===== src/hdl/vfcm_pkg.sv =====
`timescale 1ns / 1ps
// ----------------------------------------------------------------------------
// vfcm_pkg
// Shared constants, types and helper functions of the voxel face mesher.
// ----------------------------------------------------------------------------
package vfcm_pkg;

  // Chunk geometry (edge must be a power of two: addresses are packed x,y,z)
  localparam int CHUNK_EDGE  = 16;
  localparam int INDEX_LIMIT = 65535;

  // Field widths
  localparam int OP_W     = 2;
  localparam int POS_W    = 4;
  localparam int ID_W     = 16;
  localparam int MASK_W   = 6;
  localparam int DIR_W    = 3;
  localparam int BASE_W   = 16;
  localparam int COUNT_W  = 14;
  localparam int NUM_DIRS = 6;

  // Derived sizes
  localparam int COORD_W = $clog2(CHUNK_EDGE);
  localparam int ADDR_W  = 3 * COORD_W;
  localparam int DEPTH   = CHUNK_EDGE * CHUNK_EDGE * CHUNK_EDGE;
  localparam int ENTRY_W = ID_W + 1;
  localparam int WIDE_W  = BASE_W + 1;

  // Command queue between front and back
  localparam int QDEPTH = 2;
  localparam int QPTR_W = $clog2(QDEPTH);
  localparam int QCNT_W = $clog2(QDEPTH + 1);

  // Operation codes of an input item
  localparam logic [OP_W-1:0] OP_LOAD  = OP_W'(0);
  localparam logic [OP_W-1:0] OP_MESH  = OP_W'(1);
  localparam logic [OP_W-1:0] OP_BEGIN = OP_W'(2);

  // Face directions, in test order
  localparam logic [DIR_W-1:0] DIR_TOP    = DIR_W'(0);
  localparam logic [DIR_W-1:0] DIR_BOTTOM = DIR_W'(1);
  localparam logic [DIR_W-1:0] DIR_EAST   = DIR_W'(2);
  localparam logic [DIR_W-1:0] DIR_WEST   = DIR_W'(3);
  localparam logic [DIR_W-1:0] DIR_NORTH  = DIR_W'(4);
  localparam logic [DIR_W-1:0] DIR_SOUTH  = DIR_W'(5);
  localparam logic [DIR_W-1:0] DIR_COUNT  = DIR_W'(NUM_DIRS);

  // Coordinate arithmetic one bit wider than a position
  localparam logic [POS_W:0] ONE_EXT  = (POS_W + 1)'(1);
  localparam logic [POS_W:0] EDGE_EXT = (POS_W + 1)'(CHUNK_EDGE);

  // Vertex index arithmetic
  localparam logic [WIDE_W-1:0] LIMIT_W  = WIDE_W'(INDEX_LIMIT);
  localparam logic [WIDE_W-1:0] VTX_ONE  = WIDE_W'(4);
  localparam logic [WIDE_W-1:0] VTX_TWO  = WIDE_W'(8);

  // Last address of the voxel store
  localparam logic [ADDR_W-1:0] CLR_LAST = ADDR_W'(DEPTH - 1);

  typedef enum logic [1:0] {
    CMD_LOAD,
    CMD_MESH,
    CMD_BEGIN
  } cmd_t;

  typedef enum logic [1:0] {
    ST_CLEAR,
    ST_IDLE,
    ST_READ,
    ST_EMIT
  } st_t;

  typedef struct packed {
    cmd_t               cmd;
    logic [ADDR_W-1:0]  addr;
    logic [POS_W-1:0]   x;
    logic [POS_W-1:0]   y;
    logic [POS_W-1:0]   z;
    logic [ENTRY_W-1:0] entry;
    logic [MASK_W-1:0]  mask;
  } cmd_item_t;

  typedef struct packed {
    logic clearing;
    logic pop;
  } back_stat_t;

  typedef struct packed {
    logic              in_range;
    logic [ADDR_W-1:0] addr;
  } nbr_t;

  // Store address of a voxel
  function automatic logic [ADDR_W-1:0] cell_addr(input logic [POS_W-1:0] x,
                                                  input logic [POS_W-1:0] y,
                                                  input logic [POS_W-1:0] z);
    return {x[COORD_W-1:0], y[COORD_W-1:0], z[COORD_W-1:0]};
  endfunction

  // Test a position against the chunk bounds
  function automatic logic in_chunk(input logic [POS_W-1:0] x,
                                    input logic [POS_W-1:0] y,
                                    input logic [POS_W-1:0] z);
    return ({1'b0, x} < EDGE_EXT) && ({1'b0, y} < EDGE_EXT) && ({1'b0, z} < EDGE_EXT);
  endfunction

  // Neighbour across one face: in-range flag and store address
  function automatic nbr_t nbr_of(input logic [POS_W-1:0] x,
                                  input logic [POS_W-1:0] y,
                                  input logic [POS_W-1:0] z,
                                  input logic [DIR_W-1:0] dir);
    logic [POS_W:0] nx;
    logic [POS_W:0] ny;
    logic [POS_W:0] nz;
    nbr_t           r;
    nx = {1'b0, x};
    ny = {1'b0, y};
    nz = {1'b0, z};
    case (dir)
      DIR_TOP:    ny = ny + ONE_EXT;
      DIR_BOTTOM: ny = ny - ONE_EXT;
      DIR_EAST:   nx = nx + ONE_EXT;
      DIR_WEST:   nx = nx - ONE_EXT;
      DIR_NORTH:  nz = nz - ONE_EXT;
      DIR_SOUTH:  nz = nz + ONE_EXT;
      default:    ;
    endcase
    // a step below zero wraps to all ones, which is past the edge as well
    r.in_range = (nx < EDGE_EXT) && (ny < EDGE_EXT) && (nz < EDGE_EXT);
    r.addr     = {nx[COORD_W-1:0], ny[COORD_W-1:0], nz[COORD_W-1:0]};
    return r;
  endfunction

endpackage


===== src/hdl/vfcm_ifs.sv =====
`timescale 1ns / 1ps
// ----------------------------------------------------------------------------
// vfcm_ifs
// Handshake channels of the mesher: input items, face results, register write.
// ----------------------------------------------------------------------------
interface vfcm_in_if;
  logic                        valid;
  logic                        ready;
  logic [vfcm_pkg::OP_W-1:0]   operation;
  logic [vfcm_pkg::POS_W-1:0]  pos_x;
  logic [vfcm_pkg::POS_W-1:0]  pos_y;
  logic [vfcm_pkg::POS_W-1:0]  pos_z;
  logic [vfcm_pkg::ID_W-1:0]   block_id;
  logic                        renderable;
  logic [vfcm_pkg::MASK_W-1:0] border_opaque;

  modport source (output valid, operation, pos_x, pos_y, pos_z, block_id, renderable,
                  border_opaque, input ready);
  modport sink   (input valid, operation, pos_x, pos_y, pos_z, block_id, renderable,
                  border_opaque, output ready);
endinterface



===== src/hdl/vfcm_front.sv =====
`timescale 1ns / 1ps
// ----------------------------------------------------------------------------
// vfcm_front
// Accepts input items, classifies them into commands and queues them.
// ----------------------------------------------------------------------------
module vfcm_front (
  input  logic                 clk,
  input  logic                 rst_n,
  vfcm_in_if.sink              in_ch,
  input  vfcm_pkg::back_stat_t stat,
  output logic                 q_valid,
  output vfcm_pkg::cmd_item_t  q_head
);

  vfcm_pkg::cmd_item_t             q_mem_r [vfcm_pkg::QDEPTH];
  logic [vfcm_pkg::QPTR_W-1:0]     wr_ptr_r, wr_ptr_nxt;
  logic [vfcm_pkg::QPTR_W-1:0]     rd_ptr_r, rd_ptr_nxt;
  logic [vfcm_pkg::QCNT_W-1:0]     cnt_r, cnt_nxt;
  vfcm_pkg::cmd_item_t             item;
  logic                            keep;
  logic                            in_range;
  logic                            accept;
  logic                            push;

  assign in_range = vfcm_pkg::in_chunk(in_ch.pos_x, in_ch.pos_y, in_ch.pos_z);
  assign in_ch.ready = (cnt_r != vfcm_pkg::QCNT_W'(vfcm_pkg::QDEPTH)) && !stat.clearing;
  assign accept  = in_ch.valid && in_ch.ready;
  assign push    = accept && keep;
  assign q_valid = (cnt_r != '0);
  assign q_head  = q_mem_r[rd_ptr_r];

  // classify: drop outside coordinates and unknown operations
  always_comb begin
    item.cmd   = vfcm_pkg::CMD_LOAD;
    item.addr  = vfcm_pkg::cell_addr(in_ch.pos_x, in_ch.pos_y, in_ch.pos_z);
    item.x     = in_ch.pos_x;
    item.y     = in_ch.pos_y;
    item.z     = in_ch.pos_z;
    item.entry = {in_ch.renderable, in_ch.block_id};
    item.mask  = in_ch.border_opaque;
    keep       = 1'b0;
    case (in_ch.operation)
      vfcm_pkg::OP_LOAD: begin
        item.cmd = vfcm_pkg::CMD_LOAD;
        keep     = in_range;
      end
      vfcm_pkg::OP_MESH: begin
        item.cmd = vfcm_pkg::CMD_MESH;
        keep     = in_range;
      end
      vfcm_pkg::OP_BEGIN: begin
        item.cmd = vfcm_pkg::CMD_BEGIN;
        keep     = 1'b1;
      end
      default: begin
        keep = 1'b0;
      end
    endcase
  end

  // advance queue pointers and fill count
  always_comb begin
    wr_ptr_nxt = wr_ptr_r;
    rd_ptr_nxt = rd_ptr_r;
    cnt_nxt    = cnt_r;
    if (push) begin
      wr_ptr_nxt = (wr_ptr_r == vfcm_pkg::QPTR_W'(vfcm_pkg::QDEPTH - 1)) ? '0
                                                                         : wr_ptr_r + 1'b1;
    end
    if (stat.pop) begin
      rd_ptr_nxt = (rd_ptr_r == vfcm_pkg::QPTR_W'(vfcm_pkg::QDEPTH - 1)) ? '0
                                                                         : rd_ptr_r + 1'b1;
    end
    if (push && !stat.pop) begin
      cnt_nxt = cnt_r + 1'b1;
    end else if (!push && stat.pop) begin
      cnt_nxt = cnt_r - 1'b1;
    end
  end

  always_ff @(posedge clk) begin
    if (!rst_n) begin
      wr_ptr_r <= '0;
      rd_ptr_r <= '0;
      cnt_r    <= '0;
    end else begin
      wr_ptr_r <= wr_ptr_nxt;
      rd_ptr_r <= rd_ptr_nxt;
      cnt_r    <= cnt_nxt;
    end
  end

  // hold queued commands
  always_ff @(posedge clk) begin
    if (push) begin
      q_mem_r[wr_ptr_r] <= item;
    end
  end

endmodule


===== src/flat_wrapper.sv =====
// flat-port wrapper written by rule: the top's interface ports become plain ports
module vfcm_front_flat 
  (clk, rst_n, stat, q_valid, q_head, in_ch_valid, in_ch_operation, in_ch_pos_x, in_ch_pos_y, in_ch_pos_z, in_ch_block_id, in_ch_renderable, in_ch_border_opaque, in_ch_ready);
  vfcm_in_if in_ch_i ();
  input  logic clk;
  input  logic rst_n;
  input  vfcm_pkg::back_stat_t stat;
  output logic q_valid;
  output vfcm_pkg::cmd_item_t q_head;
  input wire logic [$bits(in_ch_i.valid)-1:0] in_ch_valid;
  input wire logic [$bits(in_ch_i.operation)-1:0] in_ch_operation;
  input wire logic [$bits(in_ch_i.pos_x)-1:0] in_ch_pos_x;
  input wire logic [$bits(in_ch_i.pos_y)-1:0] in_ch_pos_y;
  input wire logic [$bits(in_ch_i.pos_z)-1:0] in_ch_pos_z;
  input wire logic [$bits(in_ch_i.block_id)-1:0] in_ch_block_id;
  input wire logic [$bits(in_ch_i.renderable)-1:0] in_ch_renderable;
  input wire logic [$bits(in_ch_i.border_opaque)-1:0] in_ch_border_opaque;
  output wire logic [$bits(in_ch_i.ready)-1:0] in_ch_ready;
  assign in_ch_i.valid = in_ch_valid;
  assign in_ch_i.operation = in_ch_operation;
  assign in_ch_i.pos_x = in_ch_pos_x;
  assign in_ch_i.pos_y = in_ch_pos_y;
  assign in_ch_i.pos_z = in_ch_pos_z;
  assign in_ch_i.block_id = in_ch_block_id;
  assign in_ch_i.renderable = in_ch_renderable;
  assign in_ch_i.border_opaque = in_ch_border_opaque;
  assign in_ch_ready = in_ch_i.ready;
  vfcm_front u_core (.clk(clk), .rst_n(rst_n), .in_ch(in_ch_i), .stat(stat), .q_valid(q_valid), .q_head(q_head));
endmodule

===== config.mk =====
export PLATFORM = sky130hd
export DESIGN_NAME = vfcm_front_flat
export DESIGN_NICKNAME = d
export VERILOG_FILES = /design/src/hdl/vfcm_pkg.sv /design/src/hdl/vfcm_ifs.sv /design/src/hdl/vfcm_front.sv /design/src/flat_wrapper.sv
export SDC_FILE = /design/constraint.sdc
export NUM_CORES = 1
export LEC_CHECK = 0
export BUFFER_PORTS_ARGS = -buffer_cell sky130_fd_sc_hd__buf_2
export CORE_AREA = 2 2 85 87
export DETAILED_ROUTE_END_ITERATION = 10
export DIE_AREA = 0 0 87 89
export GPL_TIMING_DRIVEN = 0
export PLACE_DENSITY = 0.75
export SLEW_MARGIN = 20
export SYNTH_ARGS = -nofsm -noshare
export SYNTH_HDL_FRONTEND = slang
export SYNTH_SLANG_ARGS = --single-unit
export TNS_END_PERCENT = 100

===== constraint.sdc =====
create_clock -name clk -period 4.5 [get_ports clk]
set_input_delay 0 -clock clk [delete_from_list [all_inputs] [get_ports clk]]
set_output_delay 0 -clock clk [all_outputs]
set_load 0.03 [all_outputs]

==> impl_metrics.ini <==
[floorplanning]
std_cell_rows = 30
die_h_um = 89
start_util = 0.449
fp.dieW_um = 87
core_um2 = 6720
ios = 93
die_area_um2 = 7740

[clock_tree]
cts_tree = built
root_buffer = clkbuf_8
cts_resized = 0
clkTransAtPathRegs_ns = 0.07
h-tree-depth = 3
clock_tree.buffer_depth = 2
cts_sinks = 79
cts_inserted_buffers = 9
clk_latency_ns = 0.33

[global_route]
grt_start_max_net_pins = 27
grt_pass1_wl_mm = 8.96
grt_util_all_layers = 0.155
antenna_found_initial = 0
grt_pass1_vias = 1989
overflow = 0

[final_layout]
n_antenna_cell = 0
nFillCells = 484
multi_input_area_um2 = 591
final_util = 0.633
instances_no_fill = 386
drive_above_1_share = 0.542
syn2layout_area_growth_pct = 41.0
regArea_um2 = 2320
fin_nets = 345

[setup_path]
worstPathArrival_ns = 2.00
start_kind = flip-flop
critPathMaxFanout = 10
worstSetupPathType = flip-flop to flip-flop
crit_path_end_kind = flip-flop
crit_required_ns = 4.54

[timing]
final.period_utilization = 0.433
skew_ns = 0.00604
worst_slew_pin_slew_ns = 0.829
maxSlewHeadroom = 0.443
fin_tns_setup_ns = 0
rsz0062_at_grt = no
fmax_ghz = 0.513
hold_viol = 0
drv_slew = 0
min_period_ns = 1.95
setup_viol = 0

[place]
placedCellCount = 331
routabilityCongestion = 0.663
place_hpwl_mm = 3.67
port_buffers = 92

[detailed_routing]
via_per_inst = 4.78
antenna_left = 0
dr.max_layer_used = met4
wl_per_cell_um = 15.1
met3_wirelength_um = 391
vias = 1846
met1Wirelength_mm = 2.34
drt_first_pass_iters = 4
drt-initial-drc-count = 59
route.met2.wl_mm = 3.05
drcViolationCount = 0
totalWireLength_mm = 5.82

[run_status]
status = complete, no violations

[synthesis]
syn_inst = 155
netlist.area_leader.share = 0.736
yosysUniqueCellTypes = 22
yosysSeqAreaShare = 0.769
synth-async-reset-ratio = 0
synthTopCellsByArea = edfxtp_1 74%, mux2_2 14%, buf_4 3.7%, dfxtp_1 3.3%, and2_1 0.83%
ys_seq_elements = 79
synth_ff_type = edfxtp_1
synth_nets = 198
synth_warnings = 0
synthTopCellsByCount = 74 x edfxtp_1, 37 x mux2_2, 15 x buf_4, 5 x dfxtp_1, 4 x and2_1
yosysMostFrequentCell = edfxtp_1
synth_edf_count = 74
yosysTopAreaCell = edfxtp_1
syn_area_per_cell_um2 = 19.5
mappedNetlistArea_um2 = 3020

[flow_run]
drv_cap = 0

[pwr]
power_density_nw_per_um2 = 395
vdd_drop_max_mv = 0.186
p_leak_uw = 0.00167

[min_path]
hp-class = input port to flip-flop
[final cells by class]
type	instances	area share
Sequential cell	79	0.546
Buffer	16	0.0276
Clock inverter	4	0.0168
Inverter	1	0.000882
Tap cell	80	0.0235
Clock buffer	11	0.0309
Multi-Input combinational cell	59	0.139
Timing Repair Buffer	136	0.216
[kinds of logic (layout without fill, tap and decap cells)]
kind of cell / count (synthesis) / after routing / share of synthesized area
adder cells (fa/ha/maj): 1 / 1 / 0.00415
AND/OR/NAND/NOR: 14 / 14 / 0.0286
buffers and inverters: 17 / 168 / 0.0402
multiplexers: 38 / 38 / 0.141
AO/OA/AOI/OAI: 3 / 3 / 0.00746
flip-flops: 79 / 79 / 0.769
XOR/XNOR: 3 / 3 / 0.00871
[power by group]
group	total (µW)	switching, µW	internal, µW
Combinational	299	171	128
Sequential	846	9.78	836
Clock	537	229	308
Total	1680	410	1270
[what timing repair did]
item / CTS / global route
hold buffers: 40 / 0
setup buffers: 0 / 0
hold endpoints to repair: 79 / 0
[critical path: stages, from the launching register on]
cell and delay, ns:
dfxtp_1 0.39, nor2b_1 0.13, nor4_4 0.71, buf_6 0.25, buf_6 0.17
[per-stage QoR]
stage          setup slack [ns]  power [µW]  area [µm²]  hold WS [ns]
3_3_place_gp              0.266        1120        3580         0.187
4_1_cts                    2.50        1700        4260       0.00830
3_5_place_dp               2.55        1130        3650         0.191
5_1_grt                    2.40        1750        4260        0.0225
6_report                   2.55        1680        4260        0.0309
2_1_floorplan              1.48        1050        3020        0.0989
[final timing paths]
| check | endpoint | start | cells after the start | slack, ns |
|---|---|---|---|---|
| setup / recovery | u_core.q_mem_r[0][17] | u_core.cnt_r[0] | 4 | 2.55 |
| hold / removal | u_core.wr_ptr_r | stat[1] | 3 | 0.03 |
| setup reg to reg | u_core.q_mem_r[0][17] | u_core.cnt_r[0] | 4 | 2.55 |
| hold reg to reg | u_core.cnt_r[1] | u_core.cnt_r[1] | 2 | 0.50 |
[placed cells by master (no fill, tap or decap), drive strengths merged, types with 2 or more instances in the layout]
cell	synthesis	layout
clkbuf	0	11
buf	16	112
dlygate4sd3	0	40
mux2	37	37
and2	4	4
nor2b	3	3
xor2	2	2
bufinv	0	2
edfxtp	74	74
dfxtp	5	5
[flip-flops by register name, summed over array words and instances (netlist names), named ones only]
signal / cells
u_core.wr_ptr_r: 1
u_core.cnt_r: 2
u_core.q_mem_r: 74
u_core.rd_ptr_r: 1
[layer usage]
metal,global-route usage,vias up
met2,0.285,67
met1,0.166,907
met4,0.0611,0
met3,0.0517,4
met5,0,-
li1,-,868
Note: power is estimated with default switching activity, not from simulation.
